===== src/rtl/msc_pkg.sv =====
// Shared types and constants of the motor step speed controller.
package msc_pkg;

    // Widths of the configuration registers.
    localparam int TARGET_W   = 16;
    localparam int STEP_W     = 15;
    localparam int MIN_W      = 16;
    localparam int MAX_W      = 15;
    localparam int INTERVAL_W = 16;
    localparam int CFG_DATA_W = 16;
    localparam int CFG_ADDR_W = 3;

    // The time stamp keeps at most this many bits.
    localparam int NOW_MAX_W  = 32;

    // Register indexes on the configuration port.
    typedef enum logic [CFG_ADDR_W-1:0] {
        REG_TARGET_SPEED  = 3'd0,
        REG_DRIVE_STEP    = 3'd1,
        REG_DRIVE_MIN     = 3'd2,
        REG_DRIVE_MAX     = 3'd3,
        REG_POLL_INTERVAL = 3'd4
    } t_reg_idx;

    typedef struct packed {
        logic signed [TARGET_W-1:0] target_speed;
        logic [STEP_W-1:0]          drive_step;
        logic signed [MIN_W-1:0]    drive_min;
        logic [MAX_W-1:0]           drive_max;
        logic [INTERVAL_W-1:0]      poll_interval;
    } t_cfg;

    localparam t_cfg CFG_RESET = '{
        target_speed:  16'sd0,
        drive_step:    15'd328,
        drive_min:     -16'sd32768,
        drive_max:     15'd32767,
        poll_interval: 16'd50
    };

endpackage


===== src/rtl/msc_update.sv =====
// Poll check and drive update rule of the motor step speed controller.
module msc_update
    import msc_pkg::*;
#(
    parameter int VALUE_WIDTH = 16,
    parameter int TIME_WIDTH  = 32
) (
    input  t_cfg                          i_cfg,
    input  logic [TIME_WIDTH-1:0]         i_last_poll,
    input  logic signed [VALUE_WIDTH-1:0] i_speed,
    input  logic signed [VALUE_WIDTH-1:0] i_applied,
    input  logic [TIME_WIDTH-1:0]         i_now,
    output logic                          o_due,
    output logic signed [VALUE_WIDTH-1:0] o_drive,
    output logic [TIME_WIDTH-1:0]         o_poll_ms
);

    localparam int CW    = ((VALUE_WIDTH > TARGET_W) ? VALUE_WIDTH : TARGET_W) + 2;
    localparam int NOW_W = (TIME_WIDTH > NOW_MAX_W) ? NOW_MAX_W : TIME_WIDTH;

    logic signed [CW-1:0] speed_x;
    logic signed [CW-1:0] applied_x;
    logic signed [CW-1:0] target_x;
    logic signed [CW-1:0] step_x;
    logic signed [CW-1:0] min_x;
    logic signed [CW-1:0] max_x;
    logic signed [CW-1:0] speed_mag;
    logic signed [CW-1:0] target_mag;
    logic signed [CW-1:0] up_sum;
    logic signed [CW-1:0] dn_sum;
    logic signed [CW-1:0] stepped;
    logic [TIME_WIDTH-1:0] due_at;

    // The time stamp is taken at no more than 32 bits; the due time wraps.
    assign o_poll_ms = TIME_WIDTH'(i_now[NOW_W-1:0]);
    assign due_at    = i_last_poll + TIME_WIDTH'(i_cfg.poll_interval);
    assign o_due     = (i_last_poll == '0) || (o_poll_ms >= due_at);

    assign speed_x   = CW'(i_speed);
    assign applied_x = CW'(i_applied);
    assign target_x  = CW'(i_cfg.target_speed);
    assign step_x    = signed'(CW'(i_cfg.drive_step));
    assign min_x     = CW'(i_cfg.drive_min);
    assign max_x     = signed'(CW'(i_cfg.drive_max));

    assign speed_mag  = speed_x[CW-1] ? -speed_x : speed_x;
    assign target_mag = target_x[CW-1] ? -target_x : target_x;
    assign up_sum     = applied_x + step_x;
    assign dn_sum     = applied_x - step_x;

    always_comb begin
        stepped = applied_x;
        if ((speed_x != '0) && (speed_x[CW-1] != target_x[CW-1])) begin
            // Running the wrong way: release the drive.
            stepped = '0;
        end else if (speed_mag > target_mag) begin
            // Too fast: step toward zero without crossing it.
            if (!applied_x[CW-1]) begin
                stepped = dn_sum[CW-1] ? '0 : dn_sum;
            end else begin
                stepped = (!up_sum[CW-1] && (up_sum != '0)) ? '0 : up_sum;
            end
        end else if (speed_mag < target_mag) begin
            // Too slow: step away from zero, held inside the drive limits.
            if (!applied_x[CW-1]) begin
                stepped = (up_sum > max_x) ? max_x : up_sum;
            end else begin
                stepped = (dn_sum < min_x) ? min_x : dn_sum;
            end
        end
    end

    assign o_drive = (i_cfg.target_speed == '0) ? '0 : stepped[VALUE_WIDTH-1:0];

endmodule


===== src/rtl/motor_step_speed_controller_top.sv =====
// Top level of the motor step speed controller: ports, pipeline and state.
//
// Usage:
// Each input beat carries a measured speed, the drive currently applied and a
// millisecond time stamp. When the controller has never polled, or the poll
// interval has elapsed since the last recorded poll, it computes a new drive
// value, records the time stamp and returns the drive with updated set.
// Otherwise it returns the stored drive with updated clear. Every input beat
// produces exactly one output beat, in order.
// Both channels use valid/ready. An input beat is first captured in an input
// register; the update rule then runs on it and the result lands in the
// output register. One beat is accepted per cycle while the output drains;
// the update loop through the stored drive and poll time is combinational
// and sets that rate.
// When the receiver stalls, the output beat holds and the input register
// still takes one more beat; the input side then backs off until the output
// drains. Configuration registers are written through a plain write port and
// are meant to change only while no beat is in flight.
// Reset (synchronous, active low) empties the pipeline, restores the register
// defaults and clears the stored drive and poll time.
module motor_step_speed_controller_top
    import msc_pkg::*;
#(
    parameter int VALUE_WIDTH = 16,
    parameter int TIME_WIDTH  = 32
) (
    input  logic                          i_clk,
    input  logic                          i_rst_n,
    // Configuration write port.
    input  logic                          i_cfg_wr_en,
    input  logic [CFG_ADDR_W-1:0]         i_cfg_addr,
    input  logic [CFG_DATA_W-1:0]         i_cfg_wdata,
    // Input channel.
    input  logic                          i_in_valid,
    output logic                          o_in_ready,
    input  logic signed [VALUE_WIDTH-1:0] i_measured_speed,
    input  logic signed [VALUE_WIDTH-1:0] i_applied_drive,
    input  logic [TIME_WIDTH-1:0]         i_now_ms,
    // Output channel.
    output logic                          o_out_valid,
    input  logic                          i_out_ready,
    output logic                          o_updated,
    output logic signed [VALUE_WIDTH-1:0] o_drive_out
);

    t_cfg r_cfg;

    // Input register.
    logic                          r_s1_valid;
    logic signed [VALUE_WIDTH-1:0] r_s1_speed;
    logic signed [VALUE_WIDTH-1:0] r_s1_applied;
    logic [TIME_WIDTH-1:0]         r_s1_now;

    // Controller state.
    logic [TIME_WIDTH-1:0]         r_last_poll;
    logic signed [VALUE_WIDTH-1:0] r_drive;

    // Output register.
    logic                          r_out_valid;
    logic                          r_out_updated;
    logic signed [VALUE_WIDTH-1:0] r_out_drive;

    logic                          in_beat;
    logic                          s1_go;
    logic                          due;
    logic signed [VALUE_WIDTH-1:0] new_drive;
    logic [TIME_WIDTH-1:0]         poll_ms;
    logic signed [VALUE_WIDTH-1:0] n_drive;

    // The input register moves on whenever the output register is empty or
    // is being drained in this cycle.
    assign s1_go      = r_s1_valid && (!r_out_valid || i_out_ready);
    assign o_in_ready = !r_s1_valid || s1_go;
    assign in_beat    = i_in_valid && o_in_ready;

    msc_update #(
        .VALUE_WIDTH (VALUE_WIDTH),
        .TIME_WIDTH  (TIME_WIDTH)
    ) u_update (
        .i_cfg       (r_cfg),
        .i_last_poll (r_last_poll),
        .i_speed     (r_s1_speed),
        .i_applied   (r_s1_applied),
        .i_now       (r_s1_now),
        .o_due       (due),
        .o_drive     (new_drive),
        .o_poll_ms   (poll_ms)
    );

    // A beat that is not due returns the drive already stored.
    assign n_drive = due ? new_drive : r_drive;

    // The step and max registers keep only their low bits; unknown indexes are
    // dropped.
    always_ff @(posedge i_clk) begin
        if (!i_rst_n) begin
            r_cfg <= CFG_RESET;
        end else if (i_cfg_wr_en) begin
            case (t_reg_idx'(i_cfg_addr))
                REG_TARGET_SPEED:  r_cfg.target_speed  <= i_cfg_wdata;
                REG_DRIVE_STEP:    r_cfg.drive_step    <= i_cfg_wdata[STEP_W-1:0];
                REG_DRIVE_MIN:     r_cfg.drive_min     <= i_cfg_wdata;
                REG_DRIVE_MAX:     r_cfg.drive_max     <= i_cfg_wdata[MAX_W-1:0];
                REG_POLL_INTERVAL: r_cfg.poll_interval <= i_cfg_wdata;
                default: ;
            endcase
        end
    end

    // Control state: valid flags and the controller's own memory.
    always_ff @(posedge i_clk) begin
        if (!i_rst_n) begin
            r_s1_valid  <= 1'b0;
            r_out_valid <= 1'b0;
            r_last_poll <= '0;
            r_drive     <= '0;
        end else begin
            if (in_beat) begin
                r_s1_valid <= 1'b1;
            end else if (s1_go) begin
                r_s1_valid <= 1'b0;
            end
            if (s1_go) begin
                r_out_valid <= 1'b1;
            end else if (i_out_ready) begin
                r_out_valid <= 1'b0;
            end
            if (s1_go && due) begin
                r_last_poll <= poll_ms;
                r_drive     <= new_drive;
            end
        end
    end

    // Payload registers.
    always_ff @(posedge i_clk) begin
        if (in_beat) begin
            r_s1_speed   <= i_measured_speed;
            r_s1_applied <= i_applied_drive;
            r_s1_now     <= i_now_ms;
        end
        if (s1_go) begin
            r_out_updated <= due;
            r_out_drive   <= n_drive;
        end
    end

    assign o_out_valid = r_out_valid;
    assign o_updated   = r_out_updated;
    assign o_drive_out = r_out_drive;

endmodule


===== config.mk =====
export PLATFORM = sky130hd
export DESIGN_NAME = motor_step_speed_controller_top
export DESIGN_NICKNAME = d
export VERILOG_FILES = /design/src/rtl/msc_pkg.sv /design/src/rtl/msc_update.sv /design/src/rtl/motor_step_speed_controller_top.sv
export SDC_FILE = /design/constraint.sdc
export NUM_CORES = 1
export LEC_CHECK = 0
export BUFFER_PORTS_ARGS = -buffer_cell sky130_fd_sc_hd__buf_4
export CAP_MARGIN = 20
export CELL_PAD_IN_SITES_DETAIL_PLACEMENT = 0
export CELL_PAD_IN_SITES_GLOBAL_PLACEMENT = 2
export CORE_ASPECT_RATIO = 0.5
export CORE_UTILIZATION = 38
export DETAILED_ROUTE_END_ITERATION = 8
export PLACE_DENSITY = 0.87
export SYNTH_ARGS = -nofsm -noshare
export SYNTH_HDL_FRONTEND = slang
export SYNTH_SLANG_ARGS = --single-unit
export TNS_END_PERCENT = 5

===== constraint.sdc =====
create_clock -name i_clk -period 6.1 [get_ports i_clk]
set_input_delay 0.305 -clock i_clk [delete_from_list [all_inputs] [get_ports i_clk]]
set_output_delay 0.305 -clock i_clk [all_outputs]
set_load 0.02 [all_outputs]

==> impl_metrics.ini, run 1 <==
[clock_network]
clk_transition_reported_paths_ns = 0.07
ctsLongestPathBuffers = 3
tritoncts_clock_tree = built
cts_root_buf = sky130_fd_sc_hd__clkbuf_16
cts_inserted_buffers = 22
cts-htree-levels = 1
cts_num_sinks = 209
clock_latency_ns = 0.54

[sta]
layout_min_cycle_time_ns = 5.609
worst_clock_skew_ns = 0.01673
slew_headroom_pct = 29.26
hold_slack_ns = 0.06250
timing.final.setup_violations = 0
fmax_ghz = 0.1783
hold_violations = 0
fin_tns_setup_ns = 0
worst_slew_pin_slew_ns = 1.048
slew_limit_fails = 0
unrepaired_setup_endpoints_after_global_routing = no
min_period_over_period_pct = 91.95

[place]
numPortBuffers = 106
placed_cell_area_sq_um = 14950
place_congestion = 0.9786
dp_hpwl_mm = 33.77

[grt]
pin_count_of_the_biggest_net_entering_global_routing = 91
grt_antenna_before_repair = 0
grt_pass1_wl_mm = 67.65
grtUsageTotal_pct = 23.88
via_count_of_the_first_global_routing_pass = 11820
globalRoute.totalOverflow = 0

[floorplan]
initial_utilization_pct = 39.18
die_w_um = 270.5
fp.dieArea_sq_um = 36840
floorplan.rows = 48
die_h_um = 136.2
core-area_sq_um = 34950
io-pin-count = 107

[synth]
ffs_latches_synth = 209
number_of_enable_type_register_cells_in_the_synthesized_netlist = 81
largest_cells_by_area_after_synthesis = sky130_fd_sc_hd__dfxtp_1 19%, sky130_fd_sc_hd__edfxtp_1 18%, sky130_fd_sc_hd__ha_1 12%
post_synth_and_or_nand_nor_area_fraction_pct = 18.83
synth.area.mux_share_pct = 0.3198
netlist-cell-type-count = 91
synth-seq-area-share_pct = 36.48
synth-main-ff-cell = sky130_fd_sc_hd__dfxtp_1
synth_xor_xnor_area_share_pct = 4.733
synth_fa_ha_area_share_pct = 12.23
yosys_warnings = 0
syn_area_sq_um = 13690
main_combinational_cell_family_by_area_after_synthesis = compound AO/OA/AOI/OAI gates
syn_avg_cell_area_sq_um = 8.623
synth_cells = 1588
synth_largest_area_cell = sky130_fd_sc_hd__dfxtp_1
yosys.area.top_type_share_pct = 18.71
share_of_synthesized_registers_carrying_an_async_set_or_reset_pct = 0
synth_compound_area_share_pct = 22.80

[setup_path]
slowest_stage = sky130_fd_sc_hd__a2111oi_0
cp.buffers_inverters = 2
slowest_delay_ns = 0.61
critical_path.cell_chain = ha_1 -> a21o_1 -> a21o_1 -> a2111oi_0 -> o311ai_0 -> o211ai_1 -> a21boi_1 -> o21ai_0 -> xor2_1 -> ha_1 -> a21o_1 -> a21o_1 -> a2111oi_0 -> o31ai_1 -> a21o_1 -> a21oi_2 -> buf_4 -> inv_1 -> mux2_2
crit_path_end_kind = flip-flop
crit_required_ns = 6.38
setup.worst_path.start_class = flip-flop
worst_path_most_repeated_cell = sky130_fd_sc_hd__a21o_1
worst-setup-path-type = flip-flop to flip-flop
worst_path_max_fanout = 31
worst_path_dominant_cell_family = compound AO/OA/AOI/OAI gates
worst_ep_arrival_time_ns = 5.89

[routing]
wl_met2_mm = 18.86
via_density_per_instance = 5.629
antenna_violating_nets_post_route = 0
top_layer = met4
detailroute.wirelength.met3_mm = 2.795
postRouteWirelength_mm = 44.58
route.detailed.drc = 0
drt_pass1_iterations = 6
drt_iter0_markers = 1047
wl_met1_mm = 21.53
detail_route.wl_per_cell_um = 20.04
vias = 12520

[pwr]
p_seq_share_pct = 40.2
power.clock.fraction_pct = 37.9
power.static_leakage_uw = 0.006381
power_switching_share_pct = 30.74
internal_power_uw = 2710
combPwrFrac_pct = 21.9
pwr_density_cell_nw_per_um2 = 238.5
total_power_uw = 3913
switching_power_uw = 1203
vdd_ir_drop_max_mv = 0.1778

[finish]
fillers = 3360
layout-drive-gt1-share_pct = 11.43
final_common_cell = sky130_fd_sc_hd__nand2_1
layout_nets = 1954
n_antenna_cell = 0
flow.area_growth_from_synthesis_pct = 19.83
final_cell_area_sq_um = 16410
mostFrequentLayoutCells = 283 x sky130_fd_sc_hd__nand2_1, 137 x sky130_fd_sc_hd__a21oi_1, 129 x sky130_fd_sc_hd__ha_1

[status]
run_status = finished, final reports clean

[run]
max_cap_viol_count = 0

[min_path]
worst_hold_check_path_type = input port to flip-flop
synthesized netlist by cell type (12+ instances only):
master and count:
sky130_fd_sc_hd__nor2_1 65, sky130_fd_sc_hd__nand2b_1 20, sky130_fd_sc_hd__o211ai_1 44, sky130_fd_sc_hd__o31ai_1 44, sky130_fd_sc_hd__clkbuf_1 56, sky130_fd_sc_hd__o21ai_0 54, sky130_fd_sc_hd__xnor2_1 44, sky130_fd_sc_hd__nor4_1 13
sky130_fd_sc_hd__nor3_1 29, sky130_fd_sc_hd__nand3_1 43, sky130_fd_sc_hd__nor2b_1 19, sky130_fd_sc_hd__inv_1 85, sky130_fd_sc_hd__dfxtp_1 128, sky130_fd_sc_hd__xor2_1 30, sky130_fd_sc_hd__a211oi_1 13, sky130_fd_sc_hd__nand2_1 283
sky130_fd_sc_hd__ha_1 129, sky130_fd_sc_hd__and3_1 13, sky130_fd_sc_hd__a21o_1 27, sky130_fd_sc_hd__a31oi_1 12, sky130_fd_sc_hd__a21oi_1 139, sky130_fd_sc_hd__edfxtp_1 81, sky130_fd_sc_hd__nand4_1 19
power groups by stage:
| stage | Combinational [uW] | Clock [uW] | Sequential, uW |
|---|---|---|---|
| 2_1_floorplan | 536 | 0 | 1590 |
| 3_3_place_gp | 791 | 0 | 1600 |
| 3_5_place_dp | 807 | 0 | 1600 |
| 4_1_cts | 844 | 1510 | 1570 |
| 5_1_grt | 943 | 1570 | 1580 |
| 6_report | 857 | 1480 | 1570 |
logic make-up after synthesis:
kind of cell    Yosys count
compound gates          452
buf+inv                 158
simple gates            557
xor+xnor                 74
other cells               2
mux                       4
fa+ha+maj               132
flops                   209
sequential cells by signal (all words and copies together) (netlist names):
register      cells
r_cfg            78
r_last_poll      32
r_s1_now         32
o_drive_out      16
r_drive          16
r_s1_applied     16
r_s1_speed       16
o_out_valid       1
o_updated         1
r_s1_valid        1
worst register-to-register path, cell delays in order, from the launching register on:
cell and delay [ns]:
sky130_fd_sc_hd__dfxtp_1 0.39, sky130_fd_sc_hd__ha_1 0.25, sky130_fd_sc_hd__a21o_1 0.18, sky130_fd_sc_hd__a21o_1 0.21, sky130_fd_sc_hd__a2111oi_0 0.61, sky130_fd_sc_hd__o311ai_0 0.33
sky130_fd_sc_hd__o211ai_1 0.30, sky130_fd_sc_hd__a21boi_1 0.22, sky130_fd_sc_hd__o21ai_0 0.27, sky130_fd_sc_hd__xor2_1 0.18, sky130_fd_sc_hd__ha_1 0.27, sky130_fd_sc_hd__a21o_1 0.18
sky130_fd_sc_hd__a21o_1 0.18, sky130_fd_sc_hd__a2111oi_0 0.51, sky130_fd_sc_hd__o31ai_1 0.24, sky130_fd_sc_hd__a21o_1 0.22, sky130_fd_sc_hd__a21oi_2 0.10, sky130_fd_sc_hd__buf_4 0.32
sky130_fd_sc_hd__inv_1 0.11, sky130_fd_sc_hd__mux2_2 0.28
metrics by stage:
stage	worst slack, ns	instances	util (%)
6_report	0.4913	2225	46.94
2_1_floorplan	1.379	1590	-
4_1_cts	0.4300	2223	46.91
3_5_place_dp	0.5297	2118	42.77
5_1_grt	0.08175	2225	46.94
3_3_place_gp	0.6417	2118	42.77
per-layer routing:
layer | global-route usage, % | up-vias
met5 | 0 | -
met3 | 4.769 | 75
met4 | 7.627 | 0
met1 | 33.82 | 5984
li1 | - | 6098
met2 | 36.34 | 367
timing repair:
| action | CTS | global route |
|---|---|---|
| buffers inserted | 0 | 1 |
| setup endpoints to repair | 0 | 20 |
| resized for setup | 0 | 0 |
| hold buffers | 65 | 0 |
| hold endpoints to repair | 65 | 0 |
layout make-up:
type | count | area, sq um | share of cell area, %
inverters | 89 | 334.1 | 2.036
well taps | 475 | 594.3 | 3.622
clock inverters | 13 | 140.1 | 0.8540
clock buffers | 27 | 654.4 | 3.988
repair buffers | 189 | 1592 | 9.700
multi-input cells | 1223 | 8099 | 49.36
flip-flops and latches | 209 | 4995 | 30.44
final timing paths:
| kind | from | end | slack (ns) | cells past startpoint |
|---|---|---|---|---|
| worst max-delay path | r_last_poll[1] | o_drive_out[8] | 0.49 | 19 |
| worst min-delay path | i_cfg_wdata[15] | r_cfg[46] | 0.06 | 3 |
| worst max register to register | r_last_poll[1] | o_drive_out[8] | 0.49 | 19 |
| worst min register to register | r_cfg[41] | r_cfg[41] | 0.46 | 2 |
Note: power is estimated with default switching activity, not from simulation.
==> run 2, diff against run 1 <==
--- a/config.mk
+++ b/config.mk
@@ -7,12 +7,11 @@
 export LEC_CHECK = 0
 export BUFFER_PORTS_ARGS = -buffer_cell sky130_fd_sc_hd__buf_4
 export CAP_MARGIN = 20
-export CELL_PAD_IN_SITES_DETAIL_PLACEMENT = 0
-export CELL_PAD_IN_SITES_GLOBAL_PLACEMENT = 2
 export CORE_ASPECT_RATIO = 0.5
-export CORE_UTILIZATION = 38
+export CORE_MARGIN = 2
+export CORE_UTILIZATION = 45
 export DETAILED_ROUTE_END_ITERATION = 8
-export PLACE_DENSITY = 0.87
+export PLACE_DENSITY = 0.69
 export SYNTH_ARGS = -nofsm -noshare
 export SYNTH_HDL_FRONTEND = slang
 export SYNTH_SLANG_ARGS = --single-unit
==> run 2 against run 1 <==
First-iteration DRC count rose by 23%. Flip-flop and latch count is the same. Clock skew fell by 0.0020 ns. Design area decreased by 1.5%. Non-clock buffer count decreased by 2. Combinational power down 1%. Register-to-register slack improved by 0.15 ns. Clock-buffer cell count down 1. Global-route usage is 1.7 points higher. Largest power group unchanged.
==> impl_metrics.ini, run 2 (same netlist as run 1, synthesis figures left out) <==
[sta]
worst_clock_skew_ns = 0.01471
worst_slew_pin_slew_ns = 0.9717
slew_limit_fails = 0
finalWorstSetupSlack_ns = 0.6377
fin_tns_setup_ns = 0
slew_headroom_pct = 35.22
min_period_over_period_pct = 89.55
timing.final.setup_violations = 0
unrepaired_setup_endpoints_after_global_routing = no
layout_min_cycle_time_ns = 5.462
hold_violations = 0
fmax_ghz = 0.1831

[routing]
detailroute.wirelength.met3_mm = 3.408
top_layer = met4
postRouteWirelength_mm = 41.29
vias = 12640
wl_met1_mm = 18.46
detail_route.wl_per_cell_um = 19.26
drt_pass1_iterations = 6
antenna_violating_nets_post_route = 0
route.detailed.drc = 0
wl_met2_mm = 17.82
via_density_per_instance = 5.894
drt_iter0_markers = 1285

[pwr]
power_switching_share_pct = 30.96
vdd_ir_drop_max_mv = 0.2021
internal_power_uw = 2535
power.static_leakage_uw = 0.006323
pwr_density_cell_nw_per_um2 = 227.1
power.clock.fraction_pct = 34.2
combPwrFrac_pct = 23.1
p_seq_share_pct = 42.8
switching_power_uw = 1136

[place]
place_congestion = 1.070
detailedPlace.worstSlack_ns = 0.7530
dp_hpwl_mm = 29.89
numPortBuffers = 106

[grt]
via_count_of_the_first_global_routing_pass = 11750
pin_count_of_the_biggest_net_entering_global_routing = 89
grtUsageTotal_pct = 25.59
grt_pass1_wl_mm = 64.65
globalRoute.totalOverflow = 0
grt_antenna_before_repair = 0

[setup_path]
worst_case_register_to_register_setup_slack_ns = 0.64
worst_path_most_repeated_cell = sky130_fd_sc_hd__a21o_1
worst_ep_arrival_time_ns = 5.88
crit_required_ns = 6.52
worst_path_max_fanout = 32
r2r-start = r_last_poll[1]
setup.worst_path.start_class = flip-flop
crit_path_end_kind = flip-flop
slowest_stage = sky130_fd_sc_hd__a2111oi_0
timing.rr.end = r_last_poll[1]
slowest_delay_ns = 0.55
r2r.worst_path.cells = 19
worst-setup-path-type = flip-flop to flip-flop
critical_path.cell_chain = ha_1 -> a21o_1 -> a21o_1 -> a2111oi_0 -> o311ai_0 -> o211ai_1 -> a21boi_1 -> o21ai_0 -> xor2_1 -> ha_1 -> a21o_1 -> a21o_1 -> a2111oi_0 -> o31ai_1 -> a22o_1 -> a21oi_4 -> buf_12 -> nand2_1 -> a21oi_1

[finish]
final_core_util_pct = 53.66
largest_reg_flops = 78
flow.area_growth_from_synthesis_pct = 18.04
fillers = 2790
layout-drive-gt1-share_pct = 11.17
ff_latch_area_sq_um = 4995
multi_input_area_sq_um = 8099
n_antenna_cell = 0
reg_top3 = r_cfg x78, r_last_poll x32, r_s1_now x32
largest_register = r_cfg
mostFrequentLayoutCells = 283 x sky130_fd_sc_hd__nand2_1, 137 x sky130_fd_sc_hd__a21oi_1, 129 x sky130_fd_sc_hd__ha_1
final_common_cell = sky130_fd_sc_hd__nand2_1
layout_nets = 1951

[clock_network]
cts_setup_buffers = 0
ctsLongestPathBuffers = 3
clk_transition_reported_paths_ns = 0.06
clock_latency_ns = 0.52
cts.repair.resized = 0
cts-htree-levels = 1
cts_root_buf = sky130_fd_sc_hd__clkbuf_16
tritoncts_clock_tree = built
cts_num_sinks = 209
cts_inserted_buffers = 21
hold_bufs_inserted_after_cts = 64

[floorplan]
die_w_um = 250.7
fp.dieArea_sq_um = 31920
die_h_um = 127.3
initial_utilization_pct = 45.46
io-pin-count = 107
core-area_sq_um = 30120
floorplan.rows = 45

[min_path]
holdPathEnd = r_s1_valid
worst_hold_path.num_cells = 3
hold_path_startpoint = i_in_valid
worst_hold_check_path_type = input port to flip-flop

[run]
max_cap_viol_count = 0

[status]
run_status = finished, final reports clean
## run 2: worst max-delay path by stage
stage | endpoint | startpoint | cells after the start | slack (ns)
6_report | r_last_poll[1] | r_last_poll[1] | 19 | 0.64
5_1_grt | r_last_poll[1] | r_last_poll[1] | 19 | 0.08
4_1_cts | r_last_poll[1] | r_last_poll[1] | 19 | 0.73
3_5_place_dp | r_last_poll[1] | r_last_poll[1] | 19 | 0.75
3_3_place_gp | o_drive_out[15] | r_s1_applied[1] | 16 | 0.88
2_1_floorplan | r_drive[14] | r_last_poll[1] | 20 | 1.38
## run 2: through the flow
stage / area [sq um] / power [uW] / std cells / hold slack [ns]
2_1_floorplan: 13700 / 2125 / 1590 / 0.4039
3_3_place_gp: 14840 / 2381 / 2040 / 0.4434
3_5_place_dp: 14850 / 2388 / 2041 / 0.4512
4_1_cts: 16140 / 3674 / 2142 / 0.004748
5_1_grt: 16160 / 3848 / 2144 / 0.03030
6_report: 16160 / 3671 / 2144 / 0.01850
## run 2: layer usage
metal | vias up | GRT usage, %
li1 | 6092 | -
met1 | 5942 | 34.38
met2 | 486 | 40.38
met3 | 117 | 6.296
met4 | 0 | 8.947
met5 | - | 0
## run 2: final cells by class
class / instances / share of cell area (%)
Multi-Input combinational cell: 1223 / 50.11
Sequential cell: 209 / 30.90
Timing Repair Buffer: 187 / 9.785
Clock buffer: 26 / 3.615
Tap cell: 399 / 3.089
Inverter: 89 / 2.067
Clock inverter: 11 / 0.4335
## run 2: worst max-delay path: cells and delay by family (launching register included)
kind	cells	cell delay [ns]
AOI/OAI and AO/OA	14	3.96
xor gates and xnor gates	1	0.17
buffers and inverters	1	0.26
DFF	1	0.39
adders and majority gates	2	0.51
and+or+nand+nor	1	0.07
## run 2: power by group through the flow
stage	logic [uW]	registers, uW	clock network (uW)
finish	846	1570	1250
global route	927	1580	1340
CTS	825	1570	1280
detailed placement	788	1600	0
global placement	782	1600	0
floorplan	536	1590	0
==> run 3, diff against run 2 <==
--- a/config.mk
+++ b/config.mk
@@ -5,13 +5,14 @@
 export SDC_FILE = /design/constraint.sdc
 export NUM_CORES = 1
 export LEC_CHECK = 0
-export BUFFER_PORTS_ARGS = -buffer_cell sky130_fd_sc_hd__buf_4
+export BUFFER_PORTS_ARGS = -buffer_cell sky130_fd_sc_hd__buf_2
 export CAP_MARGIN = 20
 export CORE_ASPECT_RATIO = 0.5
 export CORE_MARGIN = 2
 export CORE_UTILIZATION = 45
 export DETAILED_ROUTE_END_ITERATION = 8
 export PLACE_DENSITY = 0.69
+export SETUP_SLACK_MARGIN = 0.05
 export SYNTH_ARGS = -nofsm -noshare
 export SYNTH_HDL_FRONTEND = slang
 export SYNTH_SLANG_ARGS = --single-unit
==> run 3 against run 2 <==
Global-route usage down 0.23 points. Design area shrank 1.2%. First-iteration DRC count up 11%. Die area unchanged. Flip-flop and latch count is the same. Via count fell by 0.94%. Critical path depth shrank 2. Largest cell class unchanged.
==> impl_metrics.ini, run 3 (same netlist as run 1, synthesis figures left out) <==
[status]
run_status = finished, final reports clean

[pwr]
power_switching_share_pct = 31.40
switching_power_uw = 1176
internal_power_uw = 2569
combPwrFrac_pct = 22.0
vdd_ir_drop_max_mv = 0.1882
p_seq_share_pct = 41.9
power.static_leakage_uw = 0.006251
power.clock.fraction_pct = 36.0
pwr_density_cell_nw_per_um2 = 234.6

[finish]
final_common_cell = sky130_fd_sc_hd__nand2_1
largest_reg_flops = 78
n_antenna_cell = 0
layout-drive-gt1-share_pct = 11.32
largest_register = r_cfg
reg_top3 = r_cfg x78, r_last_poll x32, r_s1_now x32
layout_nets = 1953
ff_latch_area_sq_um = 4995
mostFrequentLayoutCells = 283 x sky130_fd_sc_hd__nand2_1, 137 x sky130_fd_sc_hd__a21oi_1, 129 x sky130_fd_sc_hd__ha_1
flow.area_growth_from_synthesis_pct = 16.59
final_cell_area_sq_um = 15970
fillers = 2803
multi_input_area_sq_um = 8099

[setup_path]
critical_path.cell_chain = inv_1 -> fa_1 -> nand2b_1 -> a21o_1 -> a211oi_1 -> o21ai_0 -> o21ai_0 -> nor2_1 -> ha_1 -> a21o_1 -> a2111oi_2 -> o211ai_1 -> a41o_1 -> nand2_1 -> o21ai_0 -> a211o_1 -> o31ai_1
worst_path_most_repeated_cell = sky130_fd_sc_hd__o21ai_0
setup.worst_path.start_class = flip-flop
cp.buffers_inverters = 1
worst_path_max_fanout = 12
worst_path_dominant_cell_family = compound AO/OA/AOI/OAI gates
slowest_stage = sky130_fd_sc_hd__edfxtp_1
crit_required_ns = 6.46
worst-setup-path-type = flip-flop to flip-flop
worst_ep_arrival_time_ns = 5.69
slowest_delay_ns = 0.54
crit_path_end_kind = flip-flop

[floorplan]
die_h_um = 127.3
initial_utilization_pct = 45.46
floorplan.rows = 45
fp.dieArea_sq_um = 31920
core-area_sq_um = 30120
die_w_um = 250.7
io-pin-count = 107

[place]
numPortBuffers = 106
placed_cell_area_sq_um = 14580
place_congestion = 1.039
dp_hpwl_mm = 29.91

[sta]
unrepaired_setup_endpoints_after_global_routing = no
slew_headroom_pct = 31.32
slew_limit_fails = 0
timing.final.setup_violations = 0
min_period_over_period_pct = 87.41
fin_tns_setup_ns = 0
hold_violations = 0
worst_slew_pin_slew_ns = 1.024
worst_clock_skew_ns = 0.01653
fmax_ghz = 0.1875
hold_slack_ns = 0.06762
layout_min_cycle_time_ns = 5.332

[routing]
drt_pass1_iterations = 6
drt_iter0_markers = 1421
postRouteWirelength_mm = 40.83
antenna_violating_nets_post_route = 0
route.detailed.drc = 0
detail_route.wl_per_cell_um = 19.01
via_density_per_instance = 5.828
vias = 12520

[clock_network]
tritoncts_clock_tree = built
clock_latency_ns = 0.54
cts-htree-levels = 1
clk_transition_reported_paths_ns = 0.06
cts_inserted_buffers = 22
cts_num_sinks = 209
cts_setup_buffers = 0
cts_root_buf = sky130_fd_sc_hd__clkbuf_16
ctsLongestPathBuffers = 3

[run]
max_cap_viol_count = 0

[grt]
grt_antenna_before_repair = 0
globalRoute.totalOverflow = 0
via_count_of_the_first_global_routing_pass = 11520
grt_pass1_wl_mm = 63.58
grtUsageTotal_pct = 25.36
pin_count_of_the_biggest_net_entering_global_routing = 89

[min_path]
worst_hold_check_path_type = input port to flip-flop
-- run 3: cell count changes in the layout (fill, tap and decap cells not counted), moves of 2 or more --
cell | previous run | this run
sky130_fd_sc_hd__inv_6 | 0 | 2
sky130_fd_sc_hd__buf_4 | 120 | 16
sky130_fd_sc_hd__clkbuf_16 | 21 | 23
sky130_fd_sc_hd__clkinv_8 | 0 | 2
sky130_fd_sc_hd__clkinvlp_4 | 0 | 2
sky130_fd_sc_hd__clkinv_4 | 5 | 1
sky130_fd_sc_hd__buf_2 | 1 | 106
-- run 3: worst reg2reg max path, delay by kind of cell, from the launching register on --
kind / cells / cell delay [ns]
compound gates: 11 / 3.10
fa+ha+maj: 2 / 0.74
buf+inv: 1 / 0.11
flops: 1 / 0.54
simple gates: 3 / 0.65
-- run 3: what timing repair did --
item,4_1_cts,5_1_grt
hold buffers,65,0
resized for setup,0,0
hold endpoints to repair,65,0
-- run 3: through the flow --
step	worst slack [ns]	total power [uW]	util, %	cells
2_1_floorplan	1.379	2125	-	1590
3_3_place_gp	0.8231	2365	48.39	2042
3_5_place_dp	0.8568	2368	48.39	2042
4_1_cts	0.8209	3743	52.95	2147
5_1_grt	0.2996	3905	53.00	2148
6_report	0.7679	3745	53.00	2148
-- run 3: power by group through the flow --
stage / combinational [uW] / sequential, uW / clock (uW)
after CTS: 807 / 1570 / 1370
after global routing: 906 / 1580 / 1420
after floorplan: 536 / 1590 / 0
final: 826 / 1570 / 1350
after global placement: 766 / 1600 / 0
after detailed placement: 769 / 1600 / 0
-- run 3: final cells by class --
class | instances | area share [%]
flip-flops and latches | 209 | 31.29
clock buffers | 28 | 3.911
repair buffers | 188 | 8.245
well taps | 399 | 3.127
multi-input cells | 1223 | 50.73
inverters | 89 | 2.092
clock inverters | 12 | 0.6113
-- run 3: layer usage --
metal	wire length (um)	track usage (%)	vias up	part of all wire, %
met5	0	0	-	0
met4	1273	7.679	0	3.1
met3	3187	5.114	81	7.8
met2	17620	39.53	471	43
met1	18740	35.61	5872	46
li1	-	-	6094	-
-- run 3: worst paths after layout --
check / cells after the start / slack, ns / to / from
setup / recovery: 17 / 0.77 / o_drive_out[2] / r_s1_applied[1]
setup reg to reg: 17 / 0.77 / o_drive_out[2] / r_s1_applied[1]
hold / removal: 3 / 0.07 / r_cfg[77] / i_cfg_wdata[15]
hold reg to reg: 2 / 0.45 / r_cfg[33] / r_cfg[33]
